File: src/design/mbrpt_pkg.sv
// mbrpt_pkg: shared types, constants and the type-byte classifier for the
// MBR partition table parser. No dependencies.

package mbrpt_pkg;

    typedef logic [1:0] t_status;

    localparam t_status ST_ENTRY   = 2'd0;
    localparam t_status ST_BAD_SIG = 2'd1;
    localparam t_status ST_GPT     = 2'd2;
    localparam t_status ST_EMPTY   = 2'd3;

    typedef logic [3:0] t_fs_class;

    localparam t_fs_class FS_UNKNOWN = 4'd0;
    localparam t_fs_class FS_FAT12   = 4'd1;
    localparam t_fs_class FS_FAT16   = 4'd2;
    localparam t_fs_class FS_FAT32   = 4'd3;
    localparam t_fs_class FS_NTFS    = 4'd4;
    localparam t_fs_class FS_EXT     = 4'd5;
    localparam t_fs_class FS_SWAP    = 4'd6;
    localparam t_fs_class FS_EFI     = 4'd7;
    localparam t_fs_class FS_GPT     = 4'd8;

    localparam logic [8:0] TABLE_BASE = 9'd446;
    localparam logic [8:0] TABLE_END  = 9'd510;  // first byte past the table
    localparam logic [8:0] SIG_LO_POS = 9'd510;
    localparam logic [8:0] SIG_HI_POS = 9'd511;

    localparam logic [7:0] SIG_LO     = 8'h55;
    localparam logic [7:0] SIG_HI     = 8'hAA;
    localparam logic [7:0] BOOT_FLAG  = 8'h80;
    localparam logic [7:0] TYPE_GPT   = 8'hEE;

    localparam logic [16:0] BLOCK_RESET = 17'd512;

    function automatic t_fs_class classify(input logic [7:0] t);
        t_fs_class c;
        unique case (t) inside
            8'h01:               c = FS_FAT12;
            8'h04, 8'h06, 8'h0E: c = FS_FAT16;
            8'h0B, 8'h0C:        c = FS_FAT32;
            8'h07:               c = FS_NTFS;
            8'h83:               c = FS_EXT;
            8'h82:               c = FS_SWAP;
            8'hEF:               c = FS_EFI;
            8'hEE:               c = FS_GPT;
            default:             c = FS_UNKNOWN;
        endcase
        return c;
    endfunction

endpackage

File: src/design/mbr_partition_table_parser.sv
// mbr_partition_table_parser: captures the four primary MBR entries from a
// byte stream and emits one record per live entry, or one status record.
// Depends on mbrpt_pkg.
//
//  channel  | direction | handshake               | payload
//  ---------+-----------+-------------------------+-------------------------------
//  input    | in        | i_valid / o_stall       | i_data_byte
//  result   | out       | o_valid / i_stall       | o_status .. o_last_of_run
//  config   | in        | i_cfg_valid/o_cfg_ready | i_cfg_data (block_bytes)
//
// One byte is taken per cycle while o_stall is low. Byte 511 of a sector queues
// up to four records, which leave through the output register one per cycle
// while i_stall is low; each record's byte products come from a 32x17 multiplier
// ahead of that register. While records are still queued, bytes 446..511 of the
// next sector are stalled so the captured entries hold until the queue drains.
// Reset (synchronous, active low) clears position, entries, queue and sets
// block_bytes to 512.

module mbr_partition_table_parser
    import mbrpt_pkg::*;
(
    input  logic        i_clk,
    input  logic        i_rst_n,

    input  logic        i_valid,
    output logic        o_stall,
    input  logic [7:0]  i_data_byte,

    input  logic        i_cfg_valid,
    output logic        o_cfg_ready,
    input  logic [16:0] i_cfg_data,

    output logic        o_valid,
    input  logic        i_stall,
    output logic [1:0]  o_status,
    output logic [2:0]  o_entry_index,
    output logic        o_bootable,
    output logic [7:0]  o_type_code,
    output logic [3:0]  o_fs_class,
    output logic [31:0] o_first_sector,
    output logic [31:0] o_length_sectors,
    output logic [47:0] o_offset_bytes,
    output logic [47:0] o_length_bytes,
    output logic        o_last_of_run
);

    logic [16:0]           r_block;
    logic [8:0]            r_pos;
    logic [3:0]            r_boot,  n_boot;
    logic [3:0][7:0]       r_type,  n_type;
    logic [3:0][3:0][7:0]  r_start, n_start;
    logic [3:0][3:0][7:0]  r_count, n_count;
    logic [7:0]            r_sig,   n_sig;

    // record queue
    logic                  r_pend_valid, n_pend_valid;
    t_status               r_pend_code,  n_pend_code;
    logic [3:0]            r_mask,       n_mask;

    // output register
    logic                  r_out_valid, n_out_valid;
    t_status               r_status,    n_status;
    logic [2:0]            r_index,     n_index;
    logic                  r_bootable,  n_bootable;
    logic [7:0]            r_type_code, n_type_code;
    t_fs_class             r_fs_class,  n_fs_class;
    logic [31:0]           r_first,     n_first;
    logic [31:0]           r_length,    n_length;
    logic [47:0]           r_off_b,     n_off_b;
    logic [47:0]           r_len_b,     n_len_b;
    logic                  r_last,      n_last;

    logic       busy;
    logic       in_acc;
    logic       in_table;
    logic [8:0] rel_full;
    logic [5:0] rel;
    logic [1:0] ent;
    logic [3:0] off;
    logic [3:0] live;
    logic       sig_ok;
    logic       gpt;
    logic       take;
    logic [1:0] sel;
    logic [3:0] rem_mask;
    logic [31:0] sel_start;
    logic [31:0] sel_count;

    assign busy        = r_pend_valid || (r_mask != 4'd0);
    assign o_stall     = busy && (r_pos >= TABLE_BASE);
    assign in_acc      = i_valid && !o_stall;
    assign o_cfg_ready = 1'b1;

    assign in_table = (r_pos >= TABLE_BASE) && (r_pos < TABLE_END);
    assign rel_full = r_pos - TABLE_BASE;
    assign rel      = rel_full[5:0];
    assign ent      = rel[5:4];
    assign off      = rel[3:0];

    // entry capture
    always_comb begin
        n_boot  = r_boot;
        n_type  = r_type;
        n_start = r_start;
        n_count = r_count;
        n_sig   = r_sig;
        if (in_acc && in_table) begin
            if (off == 4'd0) begin
                n_boot[ent] = (i_data_byte == BOOT_FLAG);
            end else if (off == 4'd4) begin
                n_type[ent] = i_data_byte;
            end else if (off[3:2] == 2'b10) begin
                n_start[ent][off[1:0]] = i_data_byte;
            end else if (off[3:2] == 2'b11) begin
                n_count[ent][off[1:0]] = i_data_byte;
            end
        end
        if (in_acc && (r_pos == SIG_LO_POS)) begin
            n_sig = i_data_byte;
        end
    end

    always_comb begin
        for (int i = 0; i < 4; i++) begin
            live[i] = (r_type[i] != 8'd0) && (r_count[i] != 32'd0);
        end
    end

    assign sig_ok = (r_sig == SIG_LO) && (i_data_byte == SIG_HI);
    assign gpt    = (r_type[0] == TYPE_GPT) && (r_count[0] != 32'd0);

    // lowest pending entry
    always_comb begin
        sel = 2'd0;
        for (int i = 3; i >= 0; i--) begin
            if (r_mask[i]) begin
                sel = 2'(i);
            end
        end
    end

    assign rem_mask  = r_mask & ~(4'd1 << sel);
    assign sel_start = r_start[sel];
    assign sel_count = r_count[sel];
    assign take      = !r_out_valid || !i_stall;

    always_comb begin
        n_pend_valid = r_pend_valid;
        n_pend_code  = r_pend_code;
        n_mask       = r_mask;
        n_out_valid  = r_out_valid;
        n_status     = r_status;
        n_index      = r_index;
        n_bootable   = r_bootable;
        n_type_code  = r_type_code;
        n_fs_class   = r_fs_class;
        n_first      = r_first;
        n_length     = r_length;
        n_off_b      = r_off_b;
        n_len_b      = r_len_b;
        n_last       = r_last;

        if (take) begin
            if (r_pend_valid) begin
                n_pend_valid = 1'b0;
                n_out_valid  = 1'b1;
                n_status     = r_pend_code;
                n_index      = 3'd0;
                n_bootable   = 1'b0;
                n_type_code  = 8'd0;
                n_fs_class   = FS_UNKNOWN;
                n_first      = 32'd0;
                n_length     = 32'd0;
                n_off_b      = 48'd0;
                n_len_b      = 48'd0;
                n_last       = 1'b1;
            end else if (r_mask != 4'd0) begin
                n_mask      = rem_mask;
                n_out_valid = 1'b1;
                n_status    = ST_ENTRY;
                n_index     = {1'b0, sel} + 3'd1;
                n_bootable  = r_boot[sel];
                n_type_code = r_type[sel];
                n_fs_class  = classify(r_type[sel]);
                n_first     = sel_start;
                n_length    = sel_count;
                n_off_b     = 48'(sel_start) * 48'(r_block);
                n_len_b     = 48'(sel_count) * 48'(r_block);
                n_last      = (rem_mask == 4'd0);
            end else begin
                n_out_valid = 1'b0;
            end
        end

        // last byte of the sector: queue is empty here, stall guarantees it
        if (in_acc && (r_pos == SIG_HI_POS)) begin
            if (!sig_ok) begin
                n_pend_valid = 1'b1;
                n_pend_code  = ST_BAD_SIG;
            end else if (gpt) begin
                n_pend_valid = 1'b1;
                n_pend_code  = ST_GPT;
            end else if (live == 4'd0) begin
                n_pend_valid = 1'b1;
                n_pend_code  = ST_EMPTY;
            end else begin
                n_mask = live;
            end
        end
    end

    always_ff @(posedge i_clk) begin
        if (!i_rst_n) begin
            r_block      <= BLOCK_RESET;
            r_pos        <= 9'd0;
            r_boot       <= '0;
            r_type       <= '0;
            r_start      <= '0;
            r_count      <= '0;
            r_sig        <= 8'd0;
            r_pend_valid <= 1'b0;
            r_pend_code  <= ST_ENTRY;
            r_mask       <= 4'd0;
            r_out_valid  <= 1'b0;
        end else begin
            if (i_cfg_valid && o_cfg_ready) begin
                r_block <= i_cfg_data;
            end
            if (in_acc) begin
                r_pos <= r_pos + 9'd1;
            end
            r_boot       <= n_boot;
            r_type       <= n_type;
            r_start      <= n_start;
            r_count      <= n_count;
            r_sig        <= n_sig;
            r_pend_valid <= n_pend_valid;
            r_pend_code  <= n_pend_code;
            r_mask       <= n_mask;
            r_out_valid  <= n_out_valid;
        end
    end

    always_ff @(posedge i_clk) begin
        r_status    <= n_status;
        r_index     <= n_index;
        r_bootable  <= n_bootable;
        r_type_code <= n_type_code;
        r_fs_class  <= n_fs_class;
        r_first     <= n_first;
        r_length    <= n_length;
        r_off_b     <= n_off_b;
        r_len_b     <= n_len_b;
        r_last      <= n_last;
    end

    assign o_valid          = r_out_valid;
    assign o_status         = r_status;
    assign o_entry_index    = r_index;
    assign o_bootable       = r_bootable;
    assign o_type_code      = r_type_code;
    assign o_fs_class       = r_fs_class;
    assign o_first_sector   = r_first;
    assign o_length_sectors = r_length;
    assign o_offset_bytes   = r_off_b;
    assign o_length_bytes   = r_len_b;
    assign o_last_of_run    = r_last;

    // a status record never shares the queue with entry records
    a_queue_excl: assert property (@(posedge i_clk) disable iff (!i_rst_n)
        !(r_pend_valid && (r_mask != 4'd0)))
        else $error("status and entry records queued together");

    // captured entries must hold while records are still queued
    a_entries_hold: assert property (@(posedge i_clk) disable iff (!i_rst_n)
        busy |=> ($stable(r_type) && $stable(r_count) && $stable(r_start)
                  && $stable(r_boot)))
        else $error("entry state changed while records pending");

    a_status_rec: assert property (@(posedge i_clk) disable iff (!i_rst_n)
        (r_out_valid && (r_status != ST_ENTRY)) |-> (r_last && (r_index == 3'd0)))
        else $error("status record malformed");

    a_entry_rec: assert property (@(posedge i_clk) disable iff (!i_rst_n)
        (r_out_valid && (r_status == ST_ENTRY)) |-> (r_index != 3'd0))
        else $error("entry record without index");

endmodule
File: config.mk
export PLATFORM = sky130hd
export DESIGN_NAME = mbr_partition_table_parser
export DESIGN_NICKNAME = d
export VERILOG_FILES = /design/src/design/mbrpt_pkg.sv /design/src/design/mbr_partition_table_parser.sv
export SDC_FILE = /design/constraint.sdc
export NUM_CORES = 2
export LEC_CHECK = 0
export ABC_CLOCK_PERIOD_IN_PS = 16450
export BUFFER_PORTS_ARGS = -buffer_cell sky130_fd_sc_hd__buf_4
export CAP_MARGIN = 40
export CORE_ASPECT_RATIO = 0.7
export CORE_MARGIN = 2
export CORE_UTILIZATION = 52
export DETAILED_ROUTE_END_ITERATION = 10
export GPL_TIMING_DRIVEN = 0
export PLACE_DENSITY = 0.79
export SLEW_MARGIN = 20
export SYNTH_ARGS = -nofsm -noshare
export SYNTH_HDL_FRONTEND = slang
export SYNTH_SLANG_ARGS = --single-unit
File: constraint.sdc
create_clock -name i_clk -period 16.45 [get_ports i_clk]
set_input_delay 0.8225 -clock i_clk [delete_from_list [all_inputs] [get_ports i_clk]]
set_output_delay 0.8225 -clock i_clk [all_outputs]
set_load 0.05 [all_outputs]
# Yosys cells after proc, flatten, opt, wreduce, memory -nomap -nowiden
# Index checks and enable logic that the tools add are counted.
[classes]
addsub = 3
multipliers = 2
order_cmp = 7
eq_ne = 21
shifts = 1
muxes = 53
bitwise = 5
reduce_logical = 40
[ops]
columns = ["cell", "count"]
rows = [
  ["bitwise mux 128 bit", 2],
  ["2-to-1 mux 32 bit", 5],
  ["binary-select mux 32 bit (select 2 bit)", 2],
  ["nonzero test 32 bit", 4],
  ["multiplier 32 x 17 -> 48 bit", 2],
  ["2-to-1 mux 48 bit", 2],
  ["demux 32 bit (select 2 bit)", 1],
  ["== test 8 bit (second input constant)", 7],
  ["bitwise mux 32 bit", 1],
  ["demux 8 bit (select 2 bit)", 2],
  ["2-to-1 mux 4 bit", 8],
  ["2-to-1 mux 8 bit", 4],
  ["one-hot mux 4 bit (8 select lines)", 1],
  ["nonzero test 8 bit", 4],
  ["== test 8 x 3 -> 1 bit (second input constant)", 3],
  ["== test 8 x 4 -> 1 bit (second input constant)", 3],
  ["== test 9 bit (second input constant)", 2],
  ["2-to-1 mux 2 bit", 9],
  ["binary-select mux 8 bit (select 2 bit)", 1],
  ["logical AND 1 bit", 14],
  ["logical NOT 4 bit", 3],
  ["2-to-1 mux 1 bit", 11],
  ["adder 9 x 1 -> 9 bit (second input constant)", 1],
  [">= comparator 9 bit (second input constant)", 1],
  ["other kinds (28)", 39],
]
[word_totals]
regBits = 513
in_bits = 30
wordCells = 186

# Depth between registers and ports, before layout
[depth]
depth_word = 14
ltp_mapped = 31

# Worst setup path after synthesis
# No wires, ideal clock.
[synth_timing]
kind = "input to register"
startpoint = "in i_stall"
endpoint = "reg r_bootable (netlist: o_bootable), enable pin"
setup_ns = 0.778
t_arrival_ns = 9.437
required_time_ns = 15.672
path_slack_ns = 6.235
stages = 1
path_cell_list = "a21oi_1"
[synth_between]
elab_chain_len = 3
[synth_lines]
columns = ["element", "line_no", "text"]
rows = [
  ["start, declared", "mbr_partition_table_parser.sv:34", "input logic i_stall,"],
  ["logical NOT 1 bit", "mbr_partition_table_parser.sv:145", "assign take = !r_out_valid || !i_stall;"],
  ["logical OR 1 bit", "mbr_partition_table_parser.sv:145", ""],
  ["AND reduction 2 bit (no source line)", "-", ""],
  ["end signal, assigned", "mbr_partition_table_parser.sv:247", "r_bootable <= n_bootable;"],
  ["end, declared", "mbr_partition_table_parser.sv:64", "logic r_bootable, n_bootable;"],
]
# No other way between the ends.
# A chain may end at the register's enable or synchronous reset.

# Worst setup path in the final report
[layout_timing]
startpoint = "reg r_mask[3]"
endpoint = "reg r_off_b[46] (netlist: o_offset_bytes[46]) (data pin)"
[layout_between]
elab_chain_len = 8
[layout_lines]
columns = ["element", "line_no", "text"]
rows = [
  ["start, declared", "mbr_partition_table_parser.sv:58", "logic [3:0] r_mask, n_mask;"],
  ["start signal, assigned", "mbr_partition_table_parser.sv:239", "r_mask <= n_mask;"],
  ["2-to-1 mux 2 bit (4 in a row)", "mbr_partition_table_parser.sv:136", "if (r_mask[i]) begin"],
  ["binary-select mux 32 bit (select 2 bit)", "mbr_partition_table_parser.sv:143", "assign sel_start = r_start[sel];"],
  ["2-to-1 mux 32 bit (implied by the code)", "mbr_partition_table_parser.sv:143", ""],
  ["multiplier 32 x 17 -> 48 bit", "mbr_partition_table_parser.sv:187", "n_off_b = 48'(sel_start) * 48'(r_block);"],
  ["2-to-1 mux 48 bit", "mbr_partition_table_parser.sv:177", "end else if (r_mask != 4'd0) begin"],
  ["end signal, assigned", "mbr_partition_table_parser.sv:252", "r_off_b <= n_off_b;"],
  ["end, declared", "mbr_partition_table_parser.sv:69", "logic [47:0] r_off_b, n_off_b;"],
]
# No other way between the ends. The select of a mux whose other input is x is not followed.

==> flow_summary.ini <==
[timing]
totalNegativeSetupSlack_ns = 0
hold_fails_final_rpt = 0
timing.max_slew.rel_slack_pct = 34.3
finalHoldWorstSlack_ns = 0.390
setup_viol = 0
final_max_slew_viol_count = 0
grt_setup_unrepaired = no
post-route-period-util_pct = 60.9
achievable-frequency_mhz = 99.8
clock-skew-final_ns = 0.0585
final_period_minus_worst_setup_slack_ns = 10.02
worst-slew-pin-transition_ns = 0.986

[logic_synthesis]
synth-seq-cells = 513
syn_avg_cell_area_um2 = 9.32
yosys.area.top_type_share_pct = 32.3
synthFlopType = sky130_fd_sc_hd__dfxtp_1
synthesized_netlist_net_count = 7135
synth_area_leaders = sky130_fd_sc_hd__fa_1 32%, sky130_fd_sc_hd__dfxtp_1 12%, sky130_fd_sc_hd__edfxtp_1 9.7%, sky130_fd_sc_hd__inv_1 7.2%, sky130_fd_sc_hd__nand2_1 5.9%
synthDominantAreaCellType = sky130_fd_sc_hd__fa_1
synth-async-reset-ratio_pct = 0
synthesis.instances = 5963
synth-edff-count = 179
syn_area_um2 = 55600
synth.distinct_cells = 79
seq_area_frac_synth_pct = 21.7
synth_warnings = 0

[critical_path]
timing_worst_setup_path_type = reg -> reg
biggest_fanout_along_the_worst_timing_path = 10
critical-path-top-cell-by-count = sky130_fd_sc_hd__fa_1
crit_path_start_kind = register
cp_slowest_stage_delay_ns = 0.62
endpoint_kind = register
critPathSlowestCell = sky130_fd_sc_hd__mux4_2
cp_data_arrival_time_ns = 10.42
worst-endpoint-required_ns = 16.85

[place]
gp_congestion = 1.03
input_output_buffers = 209
dp_hpwl_um = 152000

[clocking]
cts_h_tree_depth = 2
cts_hold_buf = 0
clkTransAtPathRegs_ns = 0.08
clock_latency_ns = 0.70
cts_root_buf = sky130_fd_sc_hd__clkbuf_16
cts_sinks = 513
cts.repair_timing.setup_buffer_count = 0
cts-buffers-inserted = 53
cts_repair_resize_count = 0
tritoncts = built
clock_path_buffers = 3

[die]
ios = 212
chipWidth_um = 395
design.die.area_um2 = 110000
die_outline_height_um = 277
row_count = 100
fp.coreArea_um2 = 106000
floorplan.initialDensity_pct = 52.4

[drt]
route.final.wire_length_um = 190000
dr.first_iter.drc_count = 5523
detail-route-antenna-nets = 0
post-route-drc-count = 0
post_drt_wl_per_cell_um = 24.3
drt_first_pass_iters = 8
vias = 45540
routed_via_density = 5.84

[global_route]
grt_overflow = 0
grt_start_max_net_pins = 26
vias_in_the_first_global_route = 45697
antenna_found_initial = 11
grt_first_pass_wirelength_um = 285000
gr_util_all_layers_pct = 34.8

[pwr]
leakage_power_nw = 28.1
ir_drop_mv = 0.0950
power_density_nw_per_um2 = 44.3

[finish]
finish.net_count = 7474
utilization_pct = 58.1
layout-area-overhead-vs-synth_pct = 11.0
post_route_cells_drive_above_1_share_pct = 8.64

[worst_hold_path]
min_path_type = in -> reg

[run]
cap_viol_max_count = 0

[run_status]
run_status = complete, no violations
layout by cell type (no fill, tap or decap), types with 9 or more instances in the layout:
master | synthesis | final
sky130_fd_sc_hd__a21o_1 | 30 | 30
sky130_fd_sc_hd__a21oi_1 | 210 | 209
sky130_fd_sc_hd__a31oi_1 | 16 | 16
sky130_fd_sc_hd__and2_1 | 496 | 496
sky130_fd_sc_hd__and3_1 | 17 | 17
sky130_fd_sc_hd__buf_2 | 62 | 64
sky130_fd_sc_hd__buf_4 | 3 | 213
sky130_fd_sc_hd__buf_6 | 0 | 51
sky130_fd_sc_hd__buf_8 | 0 | 11
sky130_fd_sc_hd__clkbuf_1 | 272 | 278
sky130_fd_sc_hd__clkbuf_16 | 0 | 55
sky130_fd_sc_hd__clkinv_1 | 1 | 9
sky130_fd_sc_hd__dfxtp_1 | 334 | 334
sky130_fd_sc_hd__diode_2 | 0 | 20
sky130_fd_sc_hd__edfxtp_1 | 179 | 179
sky130_fd_sc_hd__fa_1 | 896 | 896
sky130_fd_sc_hd__ha_1 | 246 | 246
sky130_fd_sc_hd__inv_1 | 1061 | 1061
sky130_fd_sc_hd__mux2_2 | 9 | 9
sky130_fd_sc_hd__mux2i_1 | 209 | 209
sky130_fd_sc_hd__mux4_2 | 73 | 73
sky130_fd_sc_hd__nand2_1 | 876 | 876
sky130_fd_sc_hd__nand2b_1 | 20 | 20
sky130_fd_sc_hd__nand3_1 | 35 | 35
sky130_fd_sc_hd__nand4_1 | 32 | 32
sky130_fd_sc_hd__nor2_1 | 353 | 353
sky130_fd_sc_hd__nor2b_1 | 32 | 32
sky130_fd_sc_hd__nor3_1 | 24 | 24
sky130_fd_sc_hd__nor4_1 | 48 | 48
sky130_fd_sc_hd__o211ai_1 | 13 | 13
sky130_fd_sc_hd__o21a_1 | 15 | 15
sky130_fd_sc_hd__o21ai_0 | 160 | 160
sky130_fd_sc_hd__o21bai_1 | 20 | 20
sky130_fd_sc_hd__or3_1 | 11 | 11
sky130_fd_sc_hd__xnor2_1 | 50 | 50
sky130_fd_sc_hd__xor2_1 | 27 | 27
state kept, by name (all words and copies together), names as in the netlist, 4 cells and up:
register          cells
o_length_sectors     32
r_boot                4
r_pos                 9
r_start             128
o_length_bytes       48
o_first_sector       32
r_mask                4
o_fs_class            4
r_count             128
r_block              17
r_sig                 8
r_type               32
o_offset_bytes       48
o_type_code           8
critical path, delay by kind of cell (launching register included):
kind	cells	cell delay, ns
mux	2	1.04
compound gates	6	2.05
buf+inv	10	1.98
flops	1	0.35
fa+ha+maj	7	3.47
simple gates	4	0.81
per-layer routing:
| layer | up-vias | track usage, % | wire length [um] |
|---|---|---|---|
| met2 | 3268 | 47.5 | 75500 |
| met1 | 22495 | 48.0 | 72900 |
| li1 | 19192 | - | - |
| met4 | 14 | 16.1 | 10500 |
| met5 | - | 0 | 98 |
| met3 | 571 | 14.3 | 30700 |
cells in the mapped netlist (7+ instances only):
cell type	count
sky130_fd_sc_hd__a21oi_1	210
sky130_fd_sc_hd__mux2i_1	209
sky130_fd_sc_hd__nor3_1	24
sky130_fd_sc_hd__dfxtp_1	334
sky130_fd_sc_hd__nor2_1	353
sky130_fd_sc_hd__inv_1	1061
sky130_fd_sc_hd__a221oi_1	7
sky130_fd_sc_hd__a31oi_1	16
sky130_fd_sc_hd__clkbuf_1	272
sky130_fd_sc_hd__o22ai_1	8
sky130_fd_sc_hd__o21a_1	15
sky130_fd_sc_hd__edfxtp_1	179
sky130_fd_sc_hd__o21ai_0	160
sky130_fd_sc_hd__fa_1	896
sky130_fd_sc_hd__or3_1	11
sky130_fd_sc_hd__mux4_2	73
sky130_fd_sc_hd__nand3_1	35
sky130_fd_sc_hd__nor4_1	48
sky130_fd_sc_hd__a21o_1	30
sky130_fd_sc_hd__and2_1	496
sky130_fd_sc_hd__buf_2	62
sky130_fd_sc_hd__ha_1	246
sky130_fd_sc_hd__o21bai_1	20
sky130_fd_sc_hd__xnor2_1	50
sky130_fd_sc_hd__mux2_2	9
sky130_fd_sc_hd__nand4_1	32
sky130_fd_sc_hd__o211ai_1	13
sky130_fd_sc_hd__and3_1	17
sky130_fd_sc_hd__nand2b_1	20
sky130_fd_sc_hd__xor2_1	27
sky130_fd_sc_hd__nand3b_1	7
sky130_fd_sc_hd__nand2_1	876
sky130_fd_sc_hd__nor2b_1	32
sky130_fd_sc_hd__nor2_4	8
kinds of logic after synthesis:
family                     after synthesis  share of synthesized area (%)
AOI/OAI and AO/OA                      540                           5.71
muxes                                  291                           6.91
DFF                                    513                           21.7
and+or+nand+nor                       1993                           17.0
other                                    1                        0.00675
xor gates and xnor gates                77                           1.21
buffers and inverters                 1406                           9.66
adders and majority gates             1142                           37.8
power breakdown:
group,internal [mW],switching (mW)
sequential,1.31,0.00225
combinational,0.0393,0.163
clock,0.655,0.566
layout make-up:
| class | count | area, um2 |
|---|---|---|
| antenna | 20 | 50.0 |
| buffer | 343 | 1390 |
| clock buffer | 74 | 1500 |
| clock inverter | 23 | 184 |
| fill | 9175 | 44400 |
| inverter | 1063 | 3990 |
| multi-input combinational | 4044 | 38200 |
| sequential | 513 | 12100 |
| tap | 1428 | 1790 |
| timing repair buffer | 284 | 2570 |
final timing paths:
path                         startpoint                          endpoint  slack (ns)  cells after the start
setup / recovery   r_mask[3]$_SDFF_PN0_  o_offset_bytes[46]$_SDFFCE_PP0P_        6.43                     29
hold / removal            i_cfg_data[8]           r_block[8]$_SDFFE_PN0P_        0.39                      3
setup reg to reg   r_mask[3]$_SDFF_PN0_  o_offset_bytes[46]$_SDFFCE_PP0P_        6.43                     29
hold reg to reg   r_sig[5]$_SDFFE_PN0P_             r_sig[5]$_SDFFE_PN0P_        0.46                      2
metrics by stage:
step / worst slack, ns / area [um2] / power [mW] / std cells
after floorplan: 6.23 / 55600 / 1.41 / 5963
final: 6.43 / 61700 / 2.73 / 7792
after CTS: 6.55 / 61500 / 2.72 / 7761
after global placement: 0.642 / 58900 / 1.50 / 7600
after global routing: 6.10 / 61600 / 2.78 / 7774
after detailed placement: 6.58 / 59800 / 1.52 / 7664
Power figures use the tool's default switching activity.
